<file path="config.mk">
export PLATFORM = sky130hd
export DESIGN_NAME = rational_lcm
export DESIGN_NICKNAME = d
export VERILOG_FILES = /design/src/design/rlcm_pkg.sv /design/src/design/rational_lcm.sv /design/src/design/rlcm_datapath.sv /design/src/design/rlcm_ctrl.sv
export SDC_FILE = /design/constraint.sdc
export NUM_CORES = 2
export LEC_CHECK = 0
export ABC_CLOCK_PERIOD_IN_PS = 8710
export BUFFER_PORTS_ARGS = -buffer_cell sky130_fd_sc_hd__buf_2
export CORE_ASPECT_RATIO = 1.5
export CORE_UTILIZATION = 40
export DETAILED_ROUTE_END_ITERATION = 8
export SKIP_LAST_GASP = 1
export SLEW_MARGIN = 20
export SYNTH_ARGS = -nofsm -noshare
export SYNTH_HDL_FRONTEND = slang
export SYNTH_SLANG_ARGS = --single-unit
</file>
<file path="constraint.sdc">
create_clock -name clk -period 8.71 [get_ports clk]
set_input_delay 1.3065 -clock clk [delete_from_list [all_inputs] [get_ports clk]]
set_output_delay 1.3065 -clock clk [all_outputs]
set_load 0.005 [all_outputs]
</file>
<file path="src/design/rlcm_pkg.sv">
// Package for the rational lcm block: payload structs, controller states,
// and the command/status structs that join controller and datapath.
// No dependencies.
package rlcm_pkg;

	localparam int unsigned FW = 32;

	typedef struct packed {
		logic [FW-1:0] x_numerator;
		logic [FW-1:0] x_denominator;
		logic [FW-1:0] y_numerator;
		logic [FW-1:0] y_denominator;
	} rlcm_in_t;

	typedef struct packed {
		logic [FW-1:0] lcm_numerator;
		logic [FW-1:0] lcm_denominator;
		logic          overflow;
	} rlcm_out_t;

	// Operation selects for the datapath
	typedef enum logic [2:0] {
		OP_NONE,
		OP_LOAD,
		OP_GCD_START,
		OP_GCD_STEP,
		OP_DIV_START,
		OP_DIV_STEP,
		OP_MUL,
		OP_COPY
	} rlcm_op_t;

	// Which phase of the sequence the datapath works on
	typedef enum logic [2:0] {
		PH_XRED,
		PH_YRED,
		PH_NUMG,
		PH_NUM,
		PH_DEN
	} rlcm_phase_t;

	typedef enum logic [3:0] {
		ST_IDLE,
		ST_LOAD,
		ST_GCD_INIT,
		ST_GCD_RUN,
		ST_DIV1_INIT,
		ST_DIV1_RUN,
		ST_DIV2_INIT,
		ST_DIV2_RUN,
		ST_MUL,
		ST_DONE
	} rlcm_state_t;

	typedef struct packed {
		rlcm_op_t    op;
		rlcm_phase_t phase;
		logic        second;   // second divide of a reduction
	} rlcm_cmd_t;

	typedef struct packed {
		logic gcd_done;
		logic div_done;
		logic zero_case;
	} rlcm_sts_t;

endpackage

</file>
<file path="src/design/rational_lcm.sv">
// Top level of the rational lcm block: controller, datapath and the
// result register. Depends on rlcm_pkg, rlcm_ctrl, rlcm_datapath.
//
//  channel | signals                       | payload
//  in      | in_valid / in_ready           | rlcm_in_t  (a/b, c/d)
//  out     | out_valid / out_ready         | rlcm_out_t (N/D, overflow)
//
// One item at a time. Each item runs four gcd passes and five divides
// through one shared shift-subtract unit, plus one multiply. The run
// time is set by the Euclid step counts.
// A zero numerator skips the gcd and divide steps. The result register frees the
// core as soon as out is free: a new item is accepted while the result waits.
// Reset clears control state only.
module rational_lcm #(
	parameter int unsigned WIDTH = 32
) (
	input  logic                clk,
	input  logic                arst_n,
	input  logic                in_valid,
	output logic                in_ready,
	input  rlcm_pkg::rlcm_in_t  in_item,
	output logic                out_valid,
	input  logic                out_ready,
	output rlcm_pkg::rlcm_out_t out_item
);
	import rlcm_pkg::*;

	rlcm_cmd_t cmd;
	rlcm_sts_t sts;
	rlcm_out_t res;
	logic      busy, finish, out_free, start;

	assign in_ready = !busy;
	assign start    = in_valid && in_ready;
	assign out_free = !out_valid || out_ready;

	rlcm_ctrl u_ctrl (
		.clk(clk), .arst_n(arst_n), .start(start), .out_free(out_free),
		.sts(sts), .cmd(cmd), .busy(busy), .finish(finish)
	);

	rlcm_datapath #(.WIDTH(WIDTH)) u_dp (
		.clk(clk), .arst_n(arst_n), .in_item(in_item), .cmd(cmd),
		.sts(sts), .res(res)
	);

	// Result register
	always_ff @(posedge clk or negedge arst_n) begin
		if (!arst_n) begin
			out_valid <= 1'b0;
		end else if (finish && out_free) begin
			out_valid <= 1'b1;
		end else if (out_ready) begin
			out_valid <= 1'b0;
		end
	end

	always_ff @(posedge clk) begin
		if (finish && out_free) out_item <= res;
	end

	// A new item is never taken while the core works
	a_no_start_busy: assert property (@(posedge clk) disable iff (!arst_n)
		busy |-> !start) else $error("item accepted while busy");
	// A result is only loaded when the output side is free
	a_load_free: assert property (@(posedge clk) disable iff (!arst_n)
		(finish && out_valid && !out_ready) |=> out_valid)
		else $error("result lost");
	// Denominator of a produced result is never zero
	a_den_nz: assert property (@(posedge clk) disable iff (!arst_n)
		out_valid |-> (out_item.lcm_denominator != '0))
		else $error("zero denominator");

endmodule

</file>
<file path="src/design/rlcm_datapath.sv">
// Datapath of the rational lcm block: operand registers, a shared
// subtract-and-shift divider/remainder unit, and a WIDTHxWIDTH multiplier.
// Depends on rlcm_pkg.
module rlcm_datapath #(
	parameter int unsigned WIDTH = 32
) (
	input  logic               clk,
	input  logic               arst_n,
	input  rlcm_pkg::rlcm_in_t in_item,
	input  rlcm_pkg::rlcm_cmd_t cmd,
	output rlcm_pkg::rlcm_sts_t sts,
	output rlcm_pkg::rlcm_out_t res
);
	import rlcm_pkg::*;

	localparam int unsigned CW = $clog2(WIDTH + 1);

	// Operands and intermediate values (all fit in WIDTH bits but num)
	logic [WIDTH-1:0]   a_q, b_q, c_q, d_q, g_q, den_q;
	logic [2*WIDTH-1:0] num_q;
	// gcd registers
	logic [WIDTH-1:0]   gp_q, gq_q;
	// divider registers: quotient/dividend shift, partial remainder
	logic [WIDTH-1:0]   dq_q, dr_q, dv_q;
	logic [CW-1:0]      cnt_q;
	logic               zero_q;
	logic               in_gcd_q;

	logic [WIDTH-1:0] in_a, in_b, in_c, in_d;
	assign in_a = in_item.x_numerator[WIDTH-1:0];
	assign in_b = (in_item.x_denominator[WIDTH-1:0] == '0) ? WIDTH'(1)
		: in_item.x_denominator[WIDTH-1:0];
	assign in_c = in_item.y_numerator[WIDTH-1:0];
	assign in_d = (in_item.y_denominator[WIDTH-1:0] == '0) ? WIDTH'(1)
		: in_item.y_denominator[WIDTH-1:0];

	// One restoring-division step
	logic [WIDTH:0]   trial;
	logic [WIDTH:0]   rem_sh;
	assign rem_sh = {dr_q, dq_q[WIDTH-1]};
	assign trial  = rem_sh - {1'b0, dv_q};

	// Gcd operands picked by phase
	logic [WIDTH-1:0] gp_src, gq_src;
	always_comb begin
		case (cmd.phase)
			PH_XRED: begin gp_src = a_q; gq_src = b_q; end
			PH_YRED: begin gp_src = c_q; gq_src = d_q; end
			PH_NUMG: begin gp_src = a_q; gq_src = c_q; end
			default: begin gp_src = b_q; gq_src = d_q; end
		endcase
	end

	// Dividend for a divide, by phase and which divide
	logic [WIDTH-1:0] div_src;
	always_comb begin
		case (cmd.phase)
			PH_XRED: div_src = cmd.second ? b_q : a_q;
			PH_YRED: div_src = cmd.second ? d_q : c_q;
			default: div_src = a_q;
		endcase
	end

	logic [WIDTH-1:0] quot;
	assign quot = dq_q;

	always_ff @(posedge clk or negedge arst_n) begin
		if (!arst_n) begin
			cnt_q    <= '0;
			zero_q   <= 1'b0;
			in_gcd_q <= 1'b0;
		end else begin
			case (cmd.op)
				OP_LOAD: begin
					zero_q <= (in_a == '0) || (in_c == '0);
				end
				OP_GCD_START: begin
					in_gcd_q <= 1'b1;
					cnt_q    <= CW'(WIDTH);
				end
				OP_GCD_STEP: begin
					// a remainder divide runs inside each gcd step
					if (cnt_q == '0) begin
						cnt_q <= CW'(WIDTH);
					end else begin
						cnt_q <= cnt_q - CW'(1);
					end
				end
				OP_DIV_START: begin
					in_gcd_q <= 1'b0;
					cnt_q    <= CW'(WIDTH);
				end
				OP_DIV_STEP: begin
					if (cnt_q != '0) begin
						cnt_q <= cnt_q - CW'(1);
					end
				end
				default: ;
			endcase
		end
	end

	// Payload registers
	always_ff @(posedge clk) begin
		case (cmd.op)
			OP_LOAD: begin
				a_q <= in_a;
				b_q <= in_b;
				c_q <= in_c;
				d_q <= in_d;
			end
			OP_GCD_START: begin
				gp_q <= gp_src;
				gq_q <= gq_src;
				// first remainder: gp mod gq
				dq_q <= gp_src;
				dr_q <= '0;
				dv_q <= gq_src;
			end
			OP_GCD_STEP: begin
				if (gq_q != '0) begin
					if (cnt_q != '0) begin
						dq_q <= {dq_q[WIDTH-2:0], ~trial[WIDTH]};
						dr_q <= trial[WIDTH] ? rem_sh[WIDTH-1:0] : trial[WIDTH-1:0];
					end else begin
						// remainder in dr_q: rotate
						gp_q <= gq_q;
						gq_q <= dr_q;
						dq_q <= gq_q;
						dr_q <= '0;
						dv_q <= dr_q;
					end
				end
				g_q <= gp_q;
			end
			OP_DIV_START: begin
				dq_q <= div_src;
				dr_q <= '0;
				dv_q <= g_q;
			end
			OP_DIV_STEP: begin
				if (cnt_q != '0) begin
					dq_q <= {dq_q[WIDTH-2:0], ~trial[WIDTH]};
					dr_q <= trial[WIDTH] ? rem_sh[WIDTH-1:0] : trial[WIDTH-1:0];
				end
			end
			OP_COPY: begin
				// store the finished quotient, or in the den phase the gcd
				case (cmd.phase)
					PH_XRED: if (cmd.second) b_q <= quot; else a_q <= quot;
					PH_YRED: if (cmd.second) d_q <= quot; else c_q <= quot;
					PH_NUMG: a_q <= quot;
					default: den_q <= g_q;
				endcase
			end
			OP_MUL: begin
				num_q <= a_q * c_q;
			end
			default: ;
		endcase
	end

	assign sts.gcd_done  = in_gcd_q && (gq_q == '0);
	assign sts.div_done  = (cnt_q == '0);
	assign sts.zero_case = zero_q;

	logic ovf;
	assign ovf = (num_q[2*WIDTH-1:WIDTH] != '0);

	always_comb begin
		res = '0;
		if (zero_q) begin
			res.lcm_denominator = FW'(1);
		end else begin
			res.lcm_numerator   = FW'(num_q[WIDTH-1:0]);
			res.lcm_denominator = FW'(den_q);
			res.overflow        = ovf;
		end
	end

endmodule

</file>
<file path="src/design/rlcm_ctrl.sv">
// Controller of the rational lcm block: sequences the gcd, divide and
// multiply steps over the phases. Depends on rlcm_pkg.
module rlcm_ctrl (
	input  logic               clk,
	input  logic               arst_n,
	input  logic               start,
	input  logic               out_free,
	input  rlcm_pkg::rlcm_sts_t sts,
	output rlcm_pkg::rlcm_cmd_t cmd,
	output logic               busy,
	output logic               finish
);
	import rlcm_pkg::*;

	rlcm_state_t state_q, state_d;
	rlcm_phase_t phase_q, phase_d;

	// Next state
	always_comb begin
		state_d = state_q;
		phase_d = phase_q;
		unique case (state_q)
			ST_IDLE: if (start) state_d = ST_LOAD;
			ST_LOAD: begin
				phase_d = PH_XRED;
				state_d = ST_GCD_INIT;
			end
			ST_GCD_INIT: begin
				if (sts.zero_case) state_d = ST_DONE;
				else state_d = ST_GCD_RUN;
			end
			ST_GCD_RUN: begin
				if (sts.gcd_done) begin
					unique case (phase_q)
						PH_XRED, PH_YRED, PH_NUMG: state_d = ST_DIV1_INIT;
						default: state_d = ST_DIV2_RUN; // den: copy gcd
					endcase
				end
			end
			ST_DIV1_INIT: state_d = ST_DIV1_RUN;
			ST_DIV1_RUN: begin
				if (sts.div_done) begin
					if (phase_q == PH_NUMG) state_d = ST_MUL;
					else state_d = ST_DIV2_INIT;
				end
			end
			ST_DIV2_INIT: state_d = ST_DIV2_RUN;
			ST_DIV2_RUN: begin
				if (phase_q == PH_DEN) begin
					state_d = ST_DONE;
				end else if (sts.div_done) begin
					state_d = ST_GCD_INIT;
					phase_d = (phase_q == PH_XRED) ? PH_YRED : PH_NUMG;
				end
			end
			ST_MUL: begin
				state_d = ST_GCD_INIT;
				phase_d = PH_DEN;
			end
			ST_DONE: if (out_free) state_d = ST_IDLE;
			default: state_d = ST_IDLE;
		endcase
	end

	always_ff @(posedge clk or negedge arst_n) begin
		if (!arst_n) begin
			state_q <= ST_IDLE;
			phase_q <= PH_XRED;
		end else begin
			state_q <= state_d;
			phase_q <= phase_d;
		end
	end

	// Outputs
	always_comb begin
		cmd.op     = OP_NONE;
		cmd.phase  = phase_q;
		cmd.second = 1'b0;
		busy       = 1'b1;
		finish     = 1'b0;
		unique case (state_q)
			ST_IDLE: begin
				busy = 1'b0;
				if (start) cmd.op = OP_LOAD;
			end
			ST_LOAD: cmd.op = OP_NONE;
			ST_GCD_INIT: cmd.op = OP_GCD_START;
			ST_GCD_RUN: cmd.op = OP_GCD_STEP;
			ST_DIV1_INIT: cmd.op = OP_DIV_START;
			ST_DIV1_RUN: cmd.op = sts.div_done ? OP_COPY : OP_DIV_STEP;
			ST_DIV2_INIT: begin
				cmd.op     = OP_DIV_START;
				cmd.second = 1'b1;
			end
			ST_DIV2_RUN: begin
				cmd.second = 1'b1;
				if (phase_q == PH_DEN) cmd.op = OP_COPY;
				else cmd.op = sts.div_done ? OP_COPY : OP_DIV_STEP;
			end
			ST_MUL: cmd.op = OP_MUL;
			ST_DONE: finish = 1'b1;
			default: ;
		endcase
	end

endmodule
</file>
# Yosys cells after proc, flatten, opt, wreduce, memory -nomap -nowiden
# Cells that the tools add are included.
# totals
regBits	497
input_bits	132
output_inout_bits	67
elab_cells	163
# classes
add_sub_neg	2
multipliers	1
n_eq_ne	35
mux	59
bitwise_logic	2
reduce_logical	43
# op_table
op	count
$mux W32	20
$pmux W32 S2	10
$pmux W32 S3	2
$logic_not A32 Y1	5
$pmux W32 S4	1
$mul A32 B32 Y64	1
$reduce_bool A32 Y1	2
$pmux W4 S9	1
$sub A33 B32 Y33	1
$mux W4	8
$reduce_and A3 Y1	9
$pmux W3 S7	1
$pmux W6 S3	1
$eq A4 B3 Y1 const B	4
$eq A3 B3 Y1 const B	5
$ne A2 B2 Y1 const B	7
$mux W6	2
$ne A2 B1 Y1 const B	6
$reduce_or A2 Y1	5
$eq A3 B2 Y1 const B	3
$mux W3	3
$pmux W3 S3	1
$reduce_bool A3 Y1	3
$eq A4 B2 Y1 const B	2
22 further kinds	39

# Longest topological paths before layout
# logic_depth
ltp_word	8
depth_mapped	30
ltp_nobuf	28

# Cells and area by module
# A second synthesis with hierarchy kept.
# hier_totals
cells_unflattened	5773
area_unflattened_um2	56857.0
# modules_own_cells
mod	instances	cells_per_inst	area_per_inst_um2	seq_area_each_um2
rlcm_datapath	1	5619	54175.7	12692.2
rational_lcm	1	71	2015.7	1976.9
rlcm_ctrl	1	83	665.6	175.2

# Least setup slack after synthesis
# Ideal clock, no wire load.
# synth_path
path_kind	register -> register
from	reg u_dp.c_q[2]
to	reg u_dp.num_q[58], data pin
setup_time_ps	277
t_arrival_ps	7051
required_ps	8433
path_slack_ps	1382
stages_incl_launch_ff	27
n_path_buf	3
synth_period_minus_slack_ps	7328
path_cell_list	edfxtp_1 > clkbuf_1 > clkbuf_1 > nand2_1 > fa_1 > inv_1 > fa_1 > inv_1 > fa_1 > fa_1 > inv_1 > fa_1 > fa_1 > fa_1 > fa_1 > ha_1 > clkbuf_1 > a21o_1 > a21o_1 > a21o_1 > a311oi_1 > o311a_1 > a21oi_1 > and3b_1 > o21ai_1 > nor4b_1 > a311oi_1
# synth_between
elab_chain_len	1
# synth_lines
element	line	rtl
start: declaration	rlcm_datapath.sv:19	logic [WIDTH-1:0] a_q, b_q, c_q, d_q, g_q, den_q;
start signal: assignment	rlcm_datapath.sv:109	c_q <= in_c;
start signal: assignment	rlcm_datapath.sv:151	PH_YRED: if (cmd.second) d_q <= quot; else c_q <= quot;
$mul A32 B32 Y64	rlcm_datapath.sv:157	num_q <= a_q * c_q;
end signal: assignment	rlcm_datapath.sv:157	
end: declaration	rlcm_datapath.sv:20	logic [2*WIDTH-1:0] num_q;
# No other way between the ends.
# A chain may end at the register's enable or synchronous reset.

# Worst setup path in the final report
# layout_path
from	reg u_dp.a_q[15]
to	reg u_dp.num_q[60], data pin
# layout_between
elab_chain_len	1
# layout_lines
element	line	rtl
start: declaration	rlcm_datapath.sv:19	
start signal: assignment	rlcm_datapath.sv:107	a_q <= in_a;
start signal: assignment	rlcm_datapath.sv:150	PH_XRED: if (cmd.second) b_q <= quot; else a_q <= quot;
start signal: assignment	rlcm_datapath.sv:152	PH_NUMG: a_q <= quot;
$mul A32 B32 Y64	rlcm_datapath.sv:157	
# No other way between the ends.

==> results.cfg <==
[outcome]
status = finished, final reports clean

[global_route]
grt_pass1_vias = 46300
grt_antenna_before_repair = 11
grt_pass1_wl_mm = 277
overflow = 0
grt.total_usage_pct = 25.9
grt_max_degree = 89

[setup_path]
path_class = flop to flop
crit_fanout = 19
cpMostUsedCell = fa_1
cp_num_buf_inv = 6
start_kind = flop
slowest_stage = edfxtp_1
worstSetupEndpointType = flop
cp_cell_sequence = buf_4, and2_1, fa_1, inv_1, fa_1, inv_1, fa_1, fa_1, fa_1, fa_1, fa_1, fa_1, ha_1, and3_1, nand3_1, nor4_1, buf_4, o21ai_0, buf_4, a21oi_1, buf_4, and3b_1, o21bai_1, o311ai_0
crit_family = adder cells
slowest_delay_ps = 760
worstPathRequired_ps = 9140
worstPathArrival_ps = 8750

[place]
io_buffer_count = 198
numPlacedInstances = 7779
gp_congestion = 0.951
dp_hpwl_mm = 142

[power]
worst_ir_drop_vdd_mv = 0.163
p_leak_nw = 28.5
p_per_area_nw_per_um2 = 82.3

[synth]
syn_area_sq_um = 57000
synth_cells = 5851
ys_types = 72
synth_seq_cells = 497
ys_seq_area_share_pct = 26.1
synth.avg_cell_area_sq_um = 9.73
synth-main-ff-cell = edfxtp_1
synth_fp_nets = 7176
synth_edf_count = 481
yosys_warnings = 0
synthArstFlopShare_pct = 3.22

[floorplan]
die_area_sq_um = 144000
die_h_microns = 464
fp.dieW_microns = 310
coreArea_sq_um = 141000
rows = 169
io_pins = 199
initial_core_util_pct = 40.3

[clock_network]
clockBufferDepth = 3
clk-insertion-delay-late_ps = 690
htreeDepth = 2
postCtsResizedCells = 0
post_cts.repair.setup_buffers = 0
clkTransAtPathRegs_ps = 80
cts_buffers = 52
clkSinkCount = 497
postCtsHoldBufs = 0
clockRootBuffer = clkbuf_16
cts_tree = built

[route]
ant_nets = 0
drtPass1Iterations = 8
drcViolationCount = 0
drt_iter0_markers = 3593
routed_via_density = 5.46
drt-wirelength-per-cell_microns = 23.0
wirelength_mm = 182
via_count = 43000

[timing]
hold_viol = 0
setup_tns_ps = 0
max_freq_mhz = 120
grt_setup_unrepaired = false
maxSlewViolCount = 0
min_period_over_period_pct = 95.6
finalCriticalPeriod_ps = 8330
finClkSkew_ps = 47.5
hold_ws_ps = 419
tightest_slew_ps = 1260
finalSetupViolCount = 0
slew_headroom_pct = 16.0

[layout]
area_growth_pct = 10.2
mostFrequentLayoutCells = 1,008 x nand2_1, 910 x inv_1, 897 x fa_1, 605 x and2_1, 481 x edfxtp_1
drive_gt1_share_pct = 9.04
nNetsFinal = 7278
stdcell_count = 7877
final_common_cell = nand2_1
final.fill_count = 13800

[min_path]
hold_class = flop to flop

[run]
max_cap_viol_count = 0
-- synth_stat cells, drive strengths merged, types with 4 or more instances --
cell    count  area share (%)
o22a       33            0.51
fa        897              32
inv       911             6.0
buf        20            0.18
mux2i      57             1.0
o211ai     42            0.55
xnor2      59            0.91
nor3       25            0.22
a21oi     207             1.8
nand3      26            0.23
a221oi     34            0.52
and2      606             6.7
o31ai      11            0.15
a211o       6           0.092
nand2b     47            0.52
nor2b      75            0.82
nor4       54            0.59
nand2    1010             6.7
xor2       27            0.42
edfxtp    481              25
clkbuf    335             2.2
a211oi     12            0.18
ha        296             6.5
or2         5           0.055
nor2      141            0.93
o22ai      35            0.38
a31oi      13            0.18
dfrtp      16            0.70
and3       11            0.12
o21bai     16            0.21
a21o       51            0.67
o21a       12            0.16
a311oi      4           0.062
nand4      31            0.34
o21ai     198             1.7
-- path summary, 6_finish.rpt --
check / startpoint / endpoint / slack [ps] / cells after the start
max: u_dp.a_q[15] / u_dp.num_q[60] / 380 / 24
min: u_dp.gp_q[8] / u_dp.g_q[8] / 420 / 0
max reg2reg: u_dp.a_q[15] / u_dp.num_q[60] / 380 / 24
min reg2reg: u_dp.gp_q[8] / u_dp.g_q[8] / 420 / 0
max in group asynchronous: arst_n / u_ctrl.phase_q[1] / 7780 / 1
min in group asynchronous: arst_n / u_ctrl.phase_q[1] / 580 / 1
-- cell type report --
cell class	count	area, sq um	share of cell area (%)
multi-input cells	4088	37500	59.7
repair buffers	403	2810	4.48
well taps	1881	2350	3.75
diodes	1	2.50	0.00399
inverters	911	3420	5.45
clock inverters	41	514	0.819
clock buffers	55	1310	2.09
flip-flops and latches	497	14800	23.7
-- state kept, by name, summed over array words and instances (netlist names) --
name            count
out_item           65
u_dp.num_q         64
u_dp.a_q           32
u_dp.b_q           32
u_dp.c_q           32
u_dp.d_q           32
u_dp.den_q         32
u_dp.dq_q          32
u_dp.dr_q          32
u_dp.dv_q          32
u_dp.g_q           32
u_dp.gp_q          32
u_dp.gq_q          32
u_dp.cnt_q          6
u_ctrl.state_q      4
u_ctrl.phase_q      3
out_valid           1
u_dp.in_gcd_q       1
u_dp.zero_q         1
-- per-layer routing --
layer	part of all wire [%]	wire length [microns]	up-vias	track usage [%]
met4	5.4	9810	10	12.2
met1	36	65700	22000	30.7
met2	50	91200	1858	44.6
li1	-	-	18700	-
met3	8.1	14800	518	4.98
met5	0.038	69	-	0
-- through the flow --
step                      total power, W  cell area, sq um  worst slack (ps)  utilization, %
after floorplan                  0.00267             57000              1380               -
after global placement           0.00276             60900               506            43.1
after detailed placement         0.00276             60900               423            43.1
after CTS                        0.00522             62800               329            44.4
after global routing             0.00530             62800              84.3            44.4
final                            0.00516             62800               385            44.4
-- logic make-up (layout without fill, tap and decap cells) --
logic type / after synthesis / in the layout / synth area share, %
flip-flops: 497 / 497 / 26.1
XOR/XNOR: 86 / 86 / 1.32
multiplexers: 57 / 57 / 1.02
buffers and inverters: 1266 / 1410 / 8.39
AND/OR/NAND/NOR: 2045 / 2045 / 17.4
other: 0 / 1 / 0
AO/OA/AOI/OAI: 707 / 707 / 7.81
adder cells (fa/ha/maj): 1193 / 1193 / 38.0
-- report_power, final --
part	switching, W	internal [W]	leakage [nW]
combinational	0.0000866	0.0000346	22.9
sequential	0.00000000000000000000914	0.00259	4.72
clock	0.00112	0.00133	0.879
Note: power is estimated with default switching activity, not from simulation.
